===== src/rtl/srkl_pkg.sv =====
// ----------------------------------------------------------------------------
// srkl_pkg
// Shared types and constants for the smallest covering range search block.
// ----------------------------------------------------------------------------
package srkl_pkg;

	localparam int MAX_LISTS  = 8;
	localparam int MAX_LENGTH = 16;
	localparam int LIST_W     = $clog2(MAX_LISTS);
	localparam int POS_W      = $clog2(MAX_LENGTH);
	localparam int ADDR_W     = LIST_W + POS_W;
	localparam int VAL_W      = 32;
	localparam int CNT_W      = 4;
	localparam int LEN_W      = 5;
	localparam int KEY_W      = VAL_W + LIST_W;

	// register indexes on the configuration port
	localparam logic REG_LIST_COUNT  = 1'b0;
	localparam logic REG_LIST_LENGTH = 1'b1;

	typedef struct packed {
		logic                    valid;
		logic signed [VAL_W-1:0] value;
		logic [LIST_W-1:0]       list;
		logic [POS_W-1:0]        pos;
	} head_t;

	typedef struct packed {
		logic clear;
		logic ins;
		logic pop_ins;
	} cell_ctrl_t;

	typedef enum logic [2:0] {
		ST_IDLE,
		ST_INIT_RD,
		ST_INIT_INS,
		ST_START,
		ST_POP,
		ST_INS,
		ST_OUT
	} state_t;

	// order by value, then list; lists are distinct among heads
	function automatic logic [KEY_W-1:0] head_key(input head_t h);
		head_key = {~h.value[VAL_W-1], h.value[VAL_W-2:0], h.list};
	endfunction

endpackage


===== src/rtl/srkl_store.sv =====
// ----------------------------------------------------------------------------
// srkl_store
// Element store: one write port for loads, one registered read port.
// ----------------------------------------------------------------------------
module srkl_store import srkl_pkg::*; (
	input  logic                    clk,
	input  logic                    we,
	input  logic [ADDR_W-1:0]       waddr,
	input  logic signed [VAL_W-1:0] wdata,
	input  logic [ADDR_W-1:0]       raddr,
	output logic signed [VAL_W-1:0] rdata
);

	logic signed [VAL_W-1:0] mem_q [MAX_LISTS*MAX_LENGTH];

	always_ff @(posedge clk) begin
		if (we) begin
			mem_q[waddr] <= wdata;
		end
	end

	always_ff @(posedge clk) begin
		rdata <= mem_q[raddr];
	end

endmodule


===== config.mk =====
export PLATFORM = sky130hd
export DESIGN_NAME = srkl_store
export DESIGN_NICKNAME = d
export VERILOG_FILES = /design/src/rtl/srkl_pkg.sv /design/src/rtl/srkl_store.sv
export SDC_FILE = /design/constraint.sdc
export NUM_CORES = 2
export LEC_CHECK = 0
export BUFFER_PORTS_ARGS = -buffer_cell sky130_fd_sc_hd__buf_2
export CORE_ASPECT_RATIO = 1.5
export CORE_MARGIN = 5
export CORE_UTILIZATION = 45
export DETAILED_ROUTE_END_ITERATION = 8
export SLEW_MARGIN = 5
export SYNTH_ARGS = -nofsm -noshare
export SYNTH_HDL_FRONTEND = slang
export SYNTH_SLANG_ARGS = --single-unit

===== constraint.sdc =====
create_clock -name clk -period 3.95 [get_ports clk]
set_input_delay 0.395 -clock clk [delete_from_list [all_inputs] [get_ports clk]]
set_output_delay 0.395 -clock clk [all_outputs]
set_load 0.02 [all_outputs]

==> results.toml <==
[outcome]
outcome = "complete, no violations"

[global_routing]
overflow = 0
grt_usage_pct = 24.3
grt_pass1_vias = 73400
antenna_found_initial = 83
grt_pass1_wl_um = 607000
grt_start_max_net_pins = 129

[yosys]
synth_edf_count = 4096
yosys-top-cells-count = "edfxtp_1 (4096), mux4_2 (1344), clkbuf_1 (182), nor2_1 (122), buf_2 (79)"
ys_ff_latch = 4128
ys.flop_type = "edfxtp_1"
synth_area_per_cell_sq_um = 26.1
syn_inst = 5990
yosysWarnings = 0
yosysSeqAreaShare_pct = 79.1
synth_area_sq_mm = 0.156
ys_types = 17
syn-num-nets = 6038
synth_area_leaders = "edfxtp_1 (79%), mux4_2 (19%), clkbuf_1 (0.44%)"
async_flop_share_pct = 0
synthMostInstantiatedCell = "edfxtp_1"
synth_top_area_share_pct = 78.7
synth_area_leader_cell = "edfxtp_1"

[sta]
worstMarginPinSlew_ps = 1400
finalWorstSetupSlack_ps = 1190
setup-violations-final = 0
fin_crit_sh_pct = 70.0
tns_ps = 0
maxSlewHeadroom_pct = 6.96
drv_slew = 0
fmax_ghz = 0.362
hold_violations = 0
finalClockSkew_ps = 39.0
post-route-min-period_ps = 2760
rsz0062_at_grt = "false"

[power]
power_density_mw_per_mm2 = 498
internal_power_mw = 70.2
p_sw_share_pct = 21.5
combPwrFrac_pct = 5.6
vdd_drop_max_uv = 360
sequentialPowerShare_pct = 54.4
p_switching_mw = 19.2
p_leak_nw = 54.7
clockPowerShare_pct = 40.1

[die]
die_w_um = 491
pin_count = 80
die-area_sq_mm = 0.359
die_h_um = 732
core_sq_mm = 0.346
row_count = 265
initial_core_util_pct = 45.1

[cells_and_area]
utilization_pct = 51.8
syn_to_final_growth_pct = 14.8
fillers = 26200
fin_nets = 6605
drive_gt1_share_pct = 36.9

[worst_setup_path]
max_stage_delay_ps = 690
slowest_stage = "mux4_2"
cp.buffers_inverters = 4
crit_required_ps = 4770
worst-path-max-fanout = 34
cp.arrival_ps = 3590
start_kind = "primary input"
critPathTopFamily = "multiplexers"
end_kind = "flop"
critPathKind = "primary input to flop"
cp_cell_sequence = "buf_12 -> buf_12 -> buf_12 -> buf_4 -> mux4_2 -> mux4_2 -> mux4_2 -> mux2_2"

[clock_tree]
path_clk_slew_ps = 70
clockBufferDepth = 4
numCtsBuffers = 371
clkLatencyLatePin_ps = 930
numClockSinks = 4128
cts_resized = 0
cts_root_buf = "clkbuf_16"
cts_tree = "yes"
htree_levels = 5

[routing]
vias = 71700
first_pass_iters = 5
wl_per_cell_um = 37.7
routed_wl_um = 440000
vias_per_cell = 6.15
drcViolationCount = 0
drt_iter0_drc = 9382
ant_nets = 0

[flow_run]
drv_cap = 0

[placement]
io_buffers = 79
gp_congestion = 0.825
post-place-ws_ps = 238
place_hpwl_um = 258000

[min_path]
hp-class = "primary input to flop"
[repair_timing]
item	4_1_cts	5_1_grt
hold endpoints to repair	280	0
hold buffers	11	0
buffers inserted	0	0
[kinds of logic after synthesis]
kind of cell	count (synthesis)	share of synthesized area (%)
DFF	4128	79.1
muxes	1376	19.6
buffers and inverters	316	0.839
and+or+nand+nor	170	0.446
[flip-flops by register name, summed over array words and instances (netlist names)]
| register | flops |
|---|---|
| rdata | 32 |
| mem_q | 4096 |
[metrics by stage]
stage,power [mW],area [sq um],instances,hold WS [ps]
final,89.3,179000,11700,58.5
after CTS,90.0,179000,11400,6.94
after global placement,54.5,167000,10700,818
after detailed placement,54.5,167000,10700,830
after floorplan,51.8,156000,5990,494
after global routing,91.9,179000,11600,45.1
[final timing paths]
path	startpoint	end	slack, ps	depth (start not counted)
worst min-delay path	wdata[27]	mem_q[28][27]	60	1
worst min register to register	mem_q[4][13]	rdata[13]	1130	4
worst max register to register	mem_q[102][19]	rdata[19]	1270	4
worst max-delay path	raddr[0]	rdata[9]	1190	8
[power groups by stage]
stage | Combinational, mW | Sequential, mW | Clock, mW
2_1_floorplan | 2.33 | 49.4 | 0
3_3_place_gp | 4.96 | 49.5 | 0
3_5_place_dp | 5.04 | 49.5 | 0
4_1_cts | 5.05 | 48.6 | 36.4
5_1_grt | 5.16 | 48.5 | 38.2
6_report | 4.98 | 48.6 | 35.8
[final cells by class]
type	instances	area, sq um	area share, %
Sequential cell	4128	124000	68.9
Multi-Input combinational cell	1546	32300	18.0
Clock buffer	480	9970	5.56
Tap cell	4539	5680	3.17
Timing Repair Buffer	510	5330	2.97
Clock inverter	186	1840	1.03
Antenna cell	271	678	0.378
[metal layers]
layer  wire length, um  up-vias  global-route usage (%)
li1                  -    27800                       -
met1            156000    39900                    30.0
met2            230000     3347                    42.0
met3             31400      648                    3.67
met4             22700       28                    12.7
met5               180        -                       0
[worst register-to-register path, delay by kind of cell (launching register included)]
family | cells | cell delay (ps)
muxes | 4 | 2200
DFF | 1 | 360
[placed cells by master (no fill, tap or decap)]
master / n
nand4_1: 3
mux2_2: 32
clkinv_8: 3
clkbuf_8: 17
mux4_2: 1344
clkinvlp_4: 11
buf_12: 124
edfxtp_1: 4096
clkinv_2: 56
clkbuf_1: 87
buf_2: 40
clkbuf_16: 376
nor3_2: 9
bufinv_16: 31
nand3_1: 8
nor2_4: 119
nand2_1: 11
buf_6: 1
nor2_1: 3
inv_16: 3
or3_1: 1
nand2_2: 3
nor2b_1: 7
diode_2: 271
inv_6: 13
buf_8: 3
clkinv_4: 3
buf_4: 331
nand3_2: 4
clkinv_16: 2
nand2b_1: 2
dlygate4sd3_1: 11
clkinv_1: 64
dfxtp_1: 32
Power figures use the tool's default switching activity.
