### src/rtl/srkl_pkg.sv
// ----------------------------------------------------------------------------
// srkl_pkg
// Shared types and constants for the smallest covering range search block.
// ----------------------------------------------------------------------------
package srkl_pkg;

	localparam int MAX_LISTS  = 8;
	localparam int MAX_LENGTH = 16;
	localparam int LIST_W     = $clog2(MAX_LISTS);
	localparam int POS_W      = $clog2(MAX_LENGTH);
	localparam int ADDR_W     = LIST_W + POS_W;
	localparam int VAL_W      = 32;
	localparam int CNT_W      = 4;
	localparam int LEN_W      = 5;
	localparam int KEY_W      = VAL_W + LIST_W;

	// register indexes on the configuration port
	localparam logic REG_LIST_COUNT  = 1'b0;
	localparam logic REG_LIST_LENGTH = 1'b1;

	typedef struct packed {
		logic                    valid;
		logic signed [VAL_W-1:0] value;
		logic [LIST_W-1:0]       list;
		logic [POS_W-1:0]        pos;
	} head_t;

	typedef struct packed {
		logic clear;
		logic ins;
		logic pop_ins;
	} cell_ctrl_t;

	typedef enum logic [2:0] {
		ST_IDLE,
		ST_INIT_RD,
		ST_INIT_INS,
		ST_START,
		ST_POP,
		ST_INS,
		ST_OUT
	} state_t;

	// order by value, then list; lists are distinct among heads
	function automatic logic [KEY_W-1:0] head_key(input head_t h);
		head_key = {~h.value[VAL_W-1], h.value[VAL_W-2:0], h.list};
	endfunction

endpackage

### src/rtl/srkl_cell.sv
// ----------------------------------------------------------------------------
// srkl_cell
// One slot of the sorted head queue. Compares its head with the broadcast
// entry and takes its own, its neighbor's or the new entry.
// ----------------------------------------------------------------------------
module srkl_cell import srkl_pkg::*; (
	input  logic       clk,
	input  logic       arst_n,
	input  cell_ctrl_t ctrl,
	input  head_t      x,
	input  logic       first,
	input  head_t      left_head,
	input  logic       left_lt,
	input  head_t      right_head,
	input  logic       right_lt,
	output head_t      head,
	output logic       lt
);

	head_t head_q;
	head_t head_d;

	assign head = head_q;
	assign lt   = head_q.valid && (head_key(head_q) < head_key(x));

	always_comb begin
		head_d = head_q;
		if (ctrl.clear) begin
			head_d.valid = 1'b0;
		end else if (ctrl.ins) begin
			// open a slot: greater entries move one cell right
			if (!lt) begin
				head_d = left_lt ? x : left_head;
			end
		end else if (ctrl.pop_ins) begin
			// drop the front: smaller entries move one cell left
			if (right_lt) begin
				head_d = right_head;
			end else if (lt || first) begin
				head_d = x;
			end
		end
	end

	always_ff @(posedge clk or negedge arst_n) begin
		if (!arst_n) begin
			head_q <= '0;
		end else begin
			head_q <= head_d;
		end
	end

endmodule

### config.mk
export PLATFORM = sky130hd
export DESIGN_NAME = srkl_cell
export DESIGN_NICKNAME = d
export VERILOG_FILES = /design/src/rtl/srkl_pkg.sv /design/src/rtl/srkl_cell.sv
export SDC_FILE = /design/constraint.sdc
export NUM_CORES = 1
export LEC_CHECK = 0
export ABC_AREA = 1
export BUFFER_PORTS_ARGS = -buffer_cell sky130_fd_sc_hd__buf_2
export CORE_MARGIN = 2
export CORE_UTILIZATION = 50
export DETAILED_ROUTE_END_ITERATION = 6
export PLACE_DENSITY = 0.84
export SETUP_SLACK_MARGIN = 0.1
export SYNTH_ARGS = -nofsm -noshare
export SYNTH_HDL_FRONTEND = slang
export SYNTH_SLANG_ARGS = --single-unit
### constraint.sdc
create_clock -name clk -period 3.3 [get_ports clk]
set_clock_uncertainty 0.2 [all_clocks]
set_input_delay 0.66 -clock clk [delete_from_list [all_inputs] [get_ports clk]]
set_output_delay 0.66 -clock clk [all_outputs]
set_load 0.01 [all_outputs]
==> impl_metrics.tcl, run 1 <==
set metrics [dict create \
    worstPathMaxFanout 3 \
    clock_latency_ps 290 \
    drc 0 \
    pwr-share-comb 0.426 \
    cp-start-kind "input pin" \
    seqPwrFrac 0.378 \
    largest_register_ffs 40 \
    grt.total_usage 0.291 \
    yosysWarnings 0 \
    critical_path_class "input pin to primary output" \
    cp.required_ps 2440 \
    clkTransAtPathRegs_ps 80 \
    drt-wirelength-per-cell_um 14.5 \
    synth_top_area_frac 0.268 \
    antenna_cells 0 \
    setup_viol 0 \
    synth_area_mm2 0.00374 \
    cts.sinks 40 \
    power_uw 1810 \
    cp-end-kind "primary output" \
    hold_buffers 0 \
    worst_path_most_repeated_cell "nand2_1" \
    setup-tns-final_ps 0 \
    power.net_switching_uw 713 \
    p_int_uw 1100 \
    outcome "finished, final reports clean" \
    grt_pass1_vias 4360 \
    cp_cell_sequence "buf_2 > inv_1 > ha_1 > nand2_1 > nor2_2 > nand2_1 > nor2_1 > nand3_1 > nand2_1 > nor2_4 > nand2_4 > inv_1 > buf_2" \
    chipWidth_um 90.5 \
    worstPathArrival_ps 2120 \
    place_area_mm2 0.00460 \
    hold_class "input pin to async pin" \
    ys_seq_elements 40 \
    vias 4627 \
    fillers 654 \
    rows 31 \
    place_congestion 0.862 \
    drtIter0Drc 298 \
    cts_setup_buffers 0 \
    cts_htree_levels 2 \
    synth_area_leader_cell "dfrtp_1" \
    finalCritPeriodShare 0.904 \
    maxSlewViolCount 0 \
    synth.area.top_cells "dfrtp_1 27%, nand2_1 12%, ha_1 11%, o21ai_0 10%, nor2_1 9.3%" \
    die_area_mm2 0.00819 \
    timing.fmax_mhz 335 \
    tritoncts "done" \
    p_sw_frac 0.394 \
    coreArea_mm2 0.00725 \
    wirelength_um 12000 \
    syn2layout_area_growth_pct 25.6 \
    synthesis.nets 745 \
    final_common_cell "buf_2" \
    ir_drop_mv 0.163 \
    leakagePower_uw 0.00268 \
    final_area_mm2 0.00470 \
    tightest_slew_ps 899 \
    initial_core_util 0.516 \
    slowest_delay_ps 300 \
    final_cell_mix "168 x buf_2, 124 x nand2_1, 93 x nor2_1" \
    root_buffer "clkbuf_8" \
    via_per_inst 5.57 \
    antenna_found_initial 0 \
    syn_avg_cell_area_um2 6.42 \
    hpwl_um 8980 \
    hold_viol 0 \
    rsz0062_at_grt "no" \
    min_period_ps 2980 \
    drive_gt1_frac 0.280 \
    grt_max_degree 44 \
    numCtsBuffers 5 \
    syn_inst 583 \
    io_buffer_count 168 \
    dr.pass1.iters 4 \
    drtAntennaViolNets 0 \
    ys_types 26 \
    slew_headroom 0.401 \
    cts_buffer_depth 2 \
    grt-ovfl-total 0 \
    clock_power_share 0.196 \
    ys_seq_area_frac 0.268 \
    nets 893 \
    cellPowerDensity_mw_per_mm2 385 \
    grt_pass1_wl_um 19700 \
    cp_slowest_cell "ha_1" \
    io_pins 169 \
    die_y_um 90.5 \
    post_cts_resize_count 0 \
    maxCapViolations 0 \
]
## power groups by stage
stage | clock [µW] | combinational [µW] | sequential, µW
floorplan | 0 | 425 | 716
global placement | 0 | 738 | 688
detailed placement | 0 | 767 | 691
CTS | 357 | 771 | 683
global route | 382 | 873 | 698
finish | 354 | 770 | 685
## per-layer routing
metal  vias up  global-route usage  wire (µm)
li1       2219                   -          -
met1      2130               0.368       5110
met2       252               0.496       5700
met3        26              0.0434       1020
met4         0               0.118        206
met5         -                   0          0
## synth_stat cells
| cell type | instances |
|---|---|
| a21boi_1 | 1 |
| a21o_1 | 2 |
| a21oi_1 | 14 |
| a221oi_1 | 1 |
| buf_2 | 5 |
| buf_4 | 1 |
| buf_6 | 3 |
| buf_8 | 1 |
| clkbuf_1 | 28 |
| clkinv_2 | 1 |
| dfrtp_1 | 40 |
| ha_1 | 34 |
| inv_1 | 53 |
| nand2_1 | 124 |
| nand2_2 | 11 |
| nand2_4 | 1 |
| nand3_1 | 45 |
| nand3_2 | 1 |
| nand3_4 | 1 |
| nand4_1 | 1 |
| nor2_1 | 93 |
| nor2_2 | 3 |
| nor2_4 | 1 |
| o21ai_0 | 76 |
| o21ai_1 | 3 |
| o22ai_1 | 39 |
## worst max-delay path, delay by kind of cell
kind,cells,cell delay (ps)
fa+ha+maj,1,300
simple gates,8,800
buf+inv,4,360
## final cells by class
class / count / area, µm² / share of cell area
flip-flops and latches: 40 / 1000 / 0.213
well taps: 99 / 124 / 0.0264
repair buffers: 179 / 923 / 0.197
multi-input cells: 451 / 2350 / 0.500
clock buffers: 7 / 96.3 / 0.0205
inverters: 54 / 204 / 0.0434
## worst paths after layout
check	startpoint	end	slack [ps]	cells past startpoint
setup reg to reg	head[22]	head[16]	590	14
hold / removal	arst_n	head[20]	290	1
max in group asynchronous	arst_n	head[26]	2040	1
setup / recovery	x[22]	lt	320	13
hold reg to reg	head[3]	head[3]	290	2
min in group clk	head[3]	head[3]	290	2
## cell families after synthesis
kind of cell    count (synthesis)  share of synthesized area
compound gates                136                      0.198
flops                          40                      0.268
fa+ha+maj                      34                      0.114
simple gates                  281                      0.316
buf+inv                        92                      0.104
## through the flow
step | hold slack (ps) | setup slack, ps | std cells | utilization
floorplan | 164 | 774 | 583 | -
global placement | 268 | 358 | 823 | 0.634
detailed placement | 278 | 221 | 823 | 0.634
CTS | 296 | 321 | 830 | 0.648
global route | 333 | 201 | 830 | 0.648
finish | 288 | 318 | 830 | 0.648
No activity file was read; power rests on OpenSTA's default activity.
==> inputs of run 2 (changes only) <==
Settings changed: CORE_UTILIZATION 50 to 44, PLACE_DENSITY 0.84 to 0.79, RECOVER_POWER from default to 50.
Clock period 3.3 ns to 2.7 ns, I/O delays scaled along.
==> run 2 against run 1 <==
Net effect: wire length increased by 7.6%; sequential cell count unchanged; global-route usage decreased by 2.1 points; register-to-register slack got worse by 380 ps; sequential share of layout area decreased by 2.2 points; sequential power increased by 21%; clock power increased by 65%; clock-buffer cell count decreased by 2; hold slack got worse by 51 ps; critical path type unchanged.
==> impl_metrics.tcl, run 2 (same netlist as run 1, synthesis figures left out) <==
set metrics [dict create \
    final_common_cell "buf_2" \
    fillers 758 \
    cts.sinks 40 \
    leakagePower_uw 0.00282 \
    cp.depth 12 \
    worst_path_most_repeated_cell "nand2_1" \
    crit_end "lt" \
    chipWidth_um 96.2 \
    clock_power_share 0.225 \
    critical_path_class "input pin to primary output" \
    numCtsBuffers 5 \
    cp_slowest_cell "ha_1" \
    worstPathMaxFanout 3 \
    dr.pass1.iters 6 \
    antenna_cells 0 \
    r2r_slack_ps 210 \
    clkTransAtPathRegs_ps 80 \
    cts_htree_levels 2 \
    drc 0 \
    die_area_mm2 0.00926 \
    maxSlewViolCount 0 \
    finalCritPeriodShare 0.964 \
    drtAntennaViolNets 0 \
    maxCapViolations 0 \
    grt_pass1_vias 4250 \
    outcome "finished, final reports clean" \
    final_cell_mix "146 x buf_2, 112 x nand2_1, 87 x nor2_1" \
    p_sw_frac 0.376 \
    hold_class "input pin to async pin" \
    seqPwrFrac 0.319 \
    p_int_uw 1620 \
    cp.required_ps 1960 \
    r2r_start "head[21]" \
    cellPowerDensity_mw_per_mm2 496 \
    slew_headroom 0.266 \
    cp_cell_sequence "buf_2 > inv_1 > ha_1 > nand2_1 > nor2_4 > buf_4 > a21oi_2 > nand2_1 > nand2_2 > nand2_4 > inv_2 > buf_6" \
    wirelength_um 13000 \
    power.net_switching_uw 975 \
    crit_family "simple AND/OR/NAND/NOR gates" \
    initial_core_util 0.455 \
    vias 4714 \
    io_buffer_count 168 \
    tightest_slew_ps 1100 \
    hold_buffers 0 \
    largest_register_ffs 40 \
    grt-ovfl-total 0 \
    timing.fmax_mhz 384 \
    min_period_ps 2600 \
    worstPathArrival_ps 1860 \
    crit_buf_inv 5 \
    drt-wirelength-per-cell_um 14.8 \
    drtIter0Drc 227 \
    coreArea_mm2 0.00822 \
    multi_input_area_mm2 0.00256 \
    fin_util 0.637 \
    seq_area_mm2 0.00100 \
    startpoint "x[21]" \
    pwr-share-comb 0.456 \
    die_y_um 96.2 \
    setup-tns-final_ps 0 \
    tritoncts "done" \
    io_pins 169 \
    cts_buffer_depth 2 \
    grt_max_degree 41 \
    hpwl_um 9130 \
    drive_gt1_frac 0.333 \
    worst-r2r-cell-count 14 \
    root_buffer "clkbuf_8" \
    nets 930 \
    cp-start-kind "input pin" \
    setup_viol 0 \
    cp-end-kind "primary output" \
    rsz0062_at_grt "yes" \
    r2r_end "head[23]" \
    place_congestion 0.829 \
    antenna_found_initial 0 \
    grt.total_usage 0.270 \
    rows 33 \
    ir_drop_mv 0.208 \
    hold_viol 0 \
    grt_pass1_wl_um 19500 \
    slowest_delay_ps 300 \
    syn2layout_area_growth_pct 39.9 \
    via_per_inst 5.40 \
    clock_latency_ps 290 \
]
run 2: cell count changes in the layout (fill, tap and decap cells not counted), sizes merged:
cell / delta
buf: +16
bufinv: +2
clkbuf: +19
run 2: worst min-delay path by stage:
stage,from,end,slack [ps],cells past startpoint
floorplan,arst_n,head[0],40,0
global placement,head[3],head[3],260,2
detailed placement,head[3],head[3],270,2
CTS,arst_n,head[2],230,1
global route,arst_n,head[2],300,1
finish,arst_n,head[2],240,1
run 2: area by class of cell:
class / instances / share of cell area
Multi-Input combinational cell: 451 / 0.489
Sequential cell: 40 / 0.191
Tap cell: 105 / 0.0251
Inverter: 54 / 0.0390
Timing Repair Buffer: 216 / 0.231
Clock inverter: 2 / 0.0115
Clock buffer: 5 / 0.0131
run 2: repair_timing:
action                     4_1_cts  5_1_grt
setup endpoints to repair        1        5
pin swaps                       12       15
hold endpoints to repair         0        0
setup buffers                   14       16
gates cloned                     0        0
resized for setup               18       22
run 2: layer usage:
layer | GRT usage | vias up | part of all wire
li1 | - | 2291 | -
met1 | 0.339 | 2199 | 0.41
met2 | 0.480 | 209 | 0.51
met3 | 0.0392 | 15 | 0.074
met4 | 0.0690 | 0 | 0.0079
met5 | 0 | - | 0
run 2: metrics by stage:
| stage | total power, µW | worst slack [ps] | hold slack [ps] | area (µm²) | std cells |
|---|---|---|---|---|---|
| global route | 2790 | 43.2 | 303 | 5230 | 873 |
| CTS | 2500 | 105 | 234 | 5020 | 857 |
| detailed placement | 1800 | 12.5 | 272 | 4690 | 836 |
| finish | 2600 | 97.0 | 238 | 5230 | 873 |
| global placement | 1770 | 3.76 | 265 | 4690 | 836 |
| floorplan | 1390 | 389 | 44.4 | 3740 | 583 |
run 2: power by group through the flow:
stage / Clock [µW] / Combinational (µW) / Sequential (µW)
after CTS: 599 / 1080 / 818
after floorplan: 0 / 519 / 876
final: 585 / 1180 / 827
after detailed placement: 0 / 959 / 838
after global placement: 0 / 931 / 835
after global routing: 621 / 1330 / 839
==> inputs of run 3 (changes only) <==
Settings changed: BUFFER_PORTS_ARGS -buffer_cell sky130_fd_sc_hd__buf_2 to default, CORE_UTILIZATION 44 to 50, DONT_BUFFER_PORTS from default to 1, PLACE_DENSITY 0.79 to 0.68.
==> run 3 against run 2 <==
Net effect: clock power decreased by 27%; fmax is 0.30% higher; worst setup slack gained 7.8 ps; non-clock buffer count is 199 lower; critical path depth is 2 lower; combinational power is 41% lower; wire length down 17%; clock-buffer cell count increased by 3; die area down 12%; largest power group is now registers; highest routed layer unchanged.
==> impl_metrics.tcl, run 3 (same netlist as run 1, synthesis figures left out) <==
set metrics [dict create \
    maxSlewViolCount 0 \
    clock_latency_ps 300 \
    grt.total_usage 0.267 \
    drt-wirelength-per-cell_um 16.2 \
    rsz0062_at_grt "yes" \
    final_common_cell "nand2_1" \
    hold_class "input pin to register" \
    chipWidth_um 90.5 \
    dr.pass1.iters 4 \
    setup_viol 0 \
    cp-start-kind "register" \
    cellPowerDensity_mw_per_mm2 499 \
    leakagePower_uw 0.00200 \
    die_area_mm2 0.00819 \
    vias 3818 \
    min_period_ps 2600 \
    place_congestion 0.856 \
    tightest_slew_ps 1070 \
    antenna_found_initial 0 \
    drtAntennaViolNets 0 \
    die_y_um 90.5 \
    grt_pass1_vias 3847 \
    grt-ovfl-total 0 \
    wirelength_um 10800 \
    cp.required_ps 1960 \
    drtIter0Drc 212 \
    drive_gt1_frac 0.137 \
    outcome "finished, final reports clean" \
    setup-tns-final_ps 0 \
    largest_register_ffs 40 \
    via_per_inst 5.71 \
    fin_hold_ws_ps 252 \
    io_buffer_count 0 \
    drc 0 \
    dp.cells 657 \
    syn2layout_area_growth_pct 9.93 \
    finalWorstSetupSlack_ps 105 \
    ir_drop_mv 0.214 \
    grt_pass1_wl_um 18100 \
    grt_max_degree 45 \
    cp-end-kind "primary output" \
    critical_path_class "register to primary output" \
    io_pins 169 \
    numCtsBuffers 5 \
    tritoncts "done" \
    rows 31 \
    coreArea_mm2 0.00725 \
    hpwl_um 7800 \
    worstPathMaxFanout 3 \
    cts_buffer_depth 2 \
    cts_htree_levels 2 \
    timing.fmax_mhz 385 \
    cts.sinks 40 \
    fillers 726 \
    hold_viol 0 \
    nets 731 \
    slew_headroom 0.283 \
    preCtsSetupSlack_ps 179 \
    maxCapViolations 0 \
    final_cell_mix "120 x nand2_1, 91 x nor2_1, 76 x o21ai_0" \
    instances_no_fill 669 \
    worstPathArrival_ps 1860 \
    root_buffer "clkbuf_8" \
    initial_core_util 0.516 \
    fin_util 0.567 \
    antenna_cells 0 \
    clkTransAtPathRegs_ps 90 \
    finalCritPeriodShare 0.961 \
]
run 3: changes by cell type in the layout (fill, tap and decap cells not counted), moves of 4 or more:
cell,delta
nand2_1,+8
buf_2,-146
nor2_1,+4
dfrtp_1,-16
buf_4,-34
dfrtp_2,+16
nand2_2,-7
clkbuf_1,-18
run 3: cell type report:
| cell class | count | area (µm²) | area share |
|---|---|---|---|
| tap | 99 | 124 | 0.0301 |
| clock buffer | 8 | 90.1 | 0.0219 |
| sequential | 40 | 1020 | 0.248 |
| timing repair buffer | 17 | 148 | 0.0359 |
| multi-input combinational | 451 | 2520 | 0.614 |
| inverter | 54 | 206 | 0.0502 |
run 3: critical path, cell delays in order, from the launching register on:
cell,delay (ps)
dfrtp_2,470
ha_4,290
nand2_2,60
nor2_4,110
nand2_1,90
nor2_2,160
nand3_1,100
nand2_2,100
nor2_4,50
nand2_4,90
inv_4,50
run 3: worst paths after layout:
kind | endpoint | depth (start not counted) | from | slack, ps
hold reg to reg | head[1] | 2 | head[1] | 350
max in group asynchronous | head[37] | 2 | arst_n | 770
setup reg to reg | head[22] | 15 | head[36] | 250
setup / recovery | lt | 10 | head[36] | 100
hold / removal | head[39] | 3 | ctrl[2] | 250
min in group asynchronous | head[11] | 2 | arst_n | 760
run 3: power by group:
part	internal, µW	switching [µW]	total [µW]
Sequential	727	206	933
Combinational	303	389	692
Clock	209	220	429
Total	1240	815	2050
run 3: metrics by stage:
stage,power (µW),area (µm²)
floorplan,1390,3740
global placement,1510,3790
detailed placement,1530,3790
CTS,2060,4100
global route,2230,4110
finish,2050,4110
run 3: metal layers:
layer | part of all wire | wire, µm | vias up | global-route usage
met4 | 0.015 | 157 | 0 | 0.0795
met2 | 0.50 | 5380 | 156 | 0.483
met5 | 0 | 0 | - | 0
li1 | - | - | 1895 | -
met1 | 0.41 | 4410 | 1756 | 0.311
met3 | 0.081 | 875 | 11 | 0.0634
run 3: repair_timing:
| item | in CTS | in global routing |
|---|---|---|
| setup endpoints to repair | 1 | 31 |
| gates resized for setup | 30 | 13 |
| pin swaps | 10 | 8 |
| hold buffers | 2 | 0 |
| endpoints found under the hold margin | 40 | 0 |
| gates cloned | 0 | 0 |
| setup buffers | 2 | 0 |
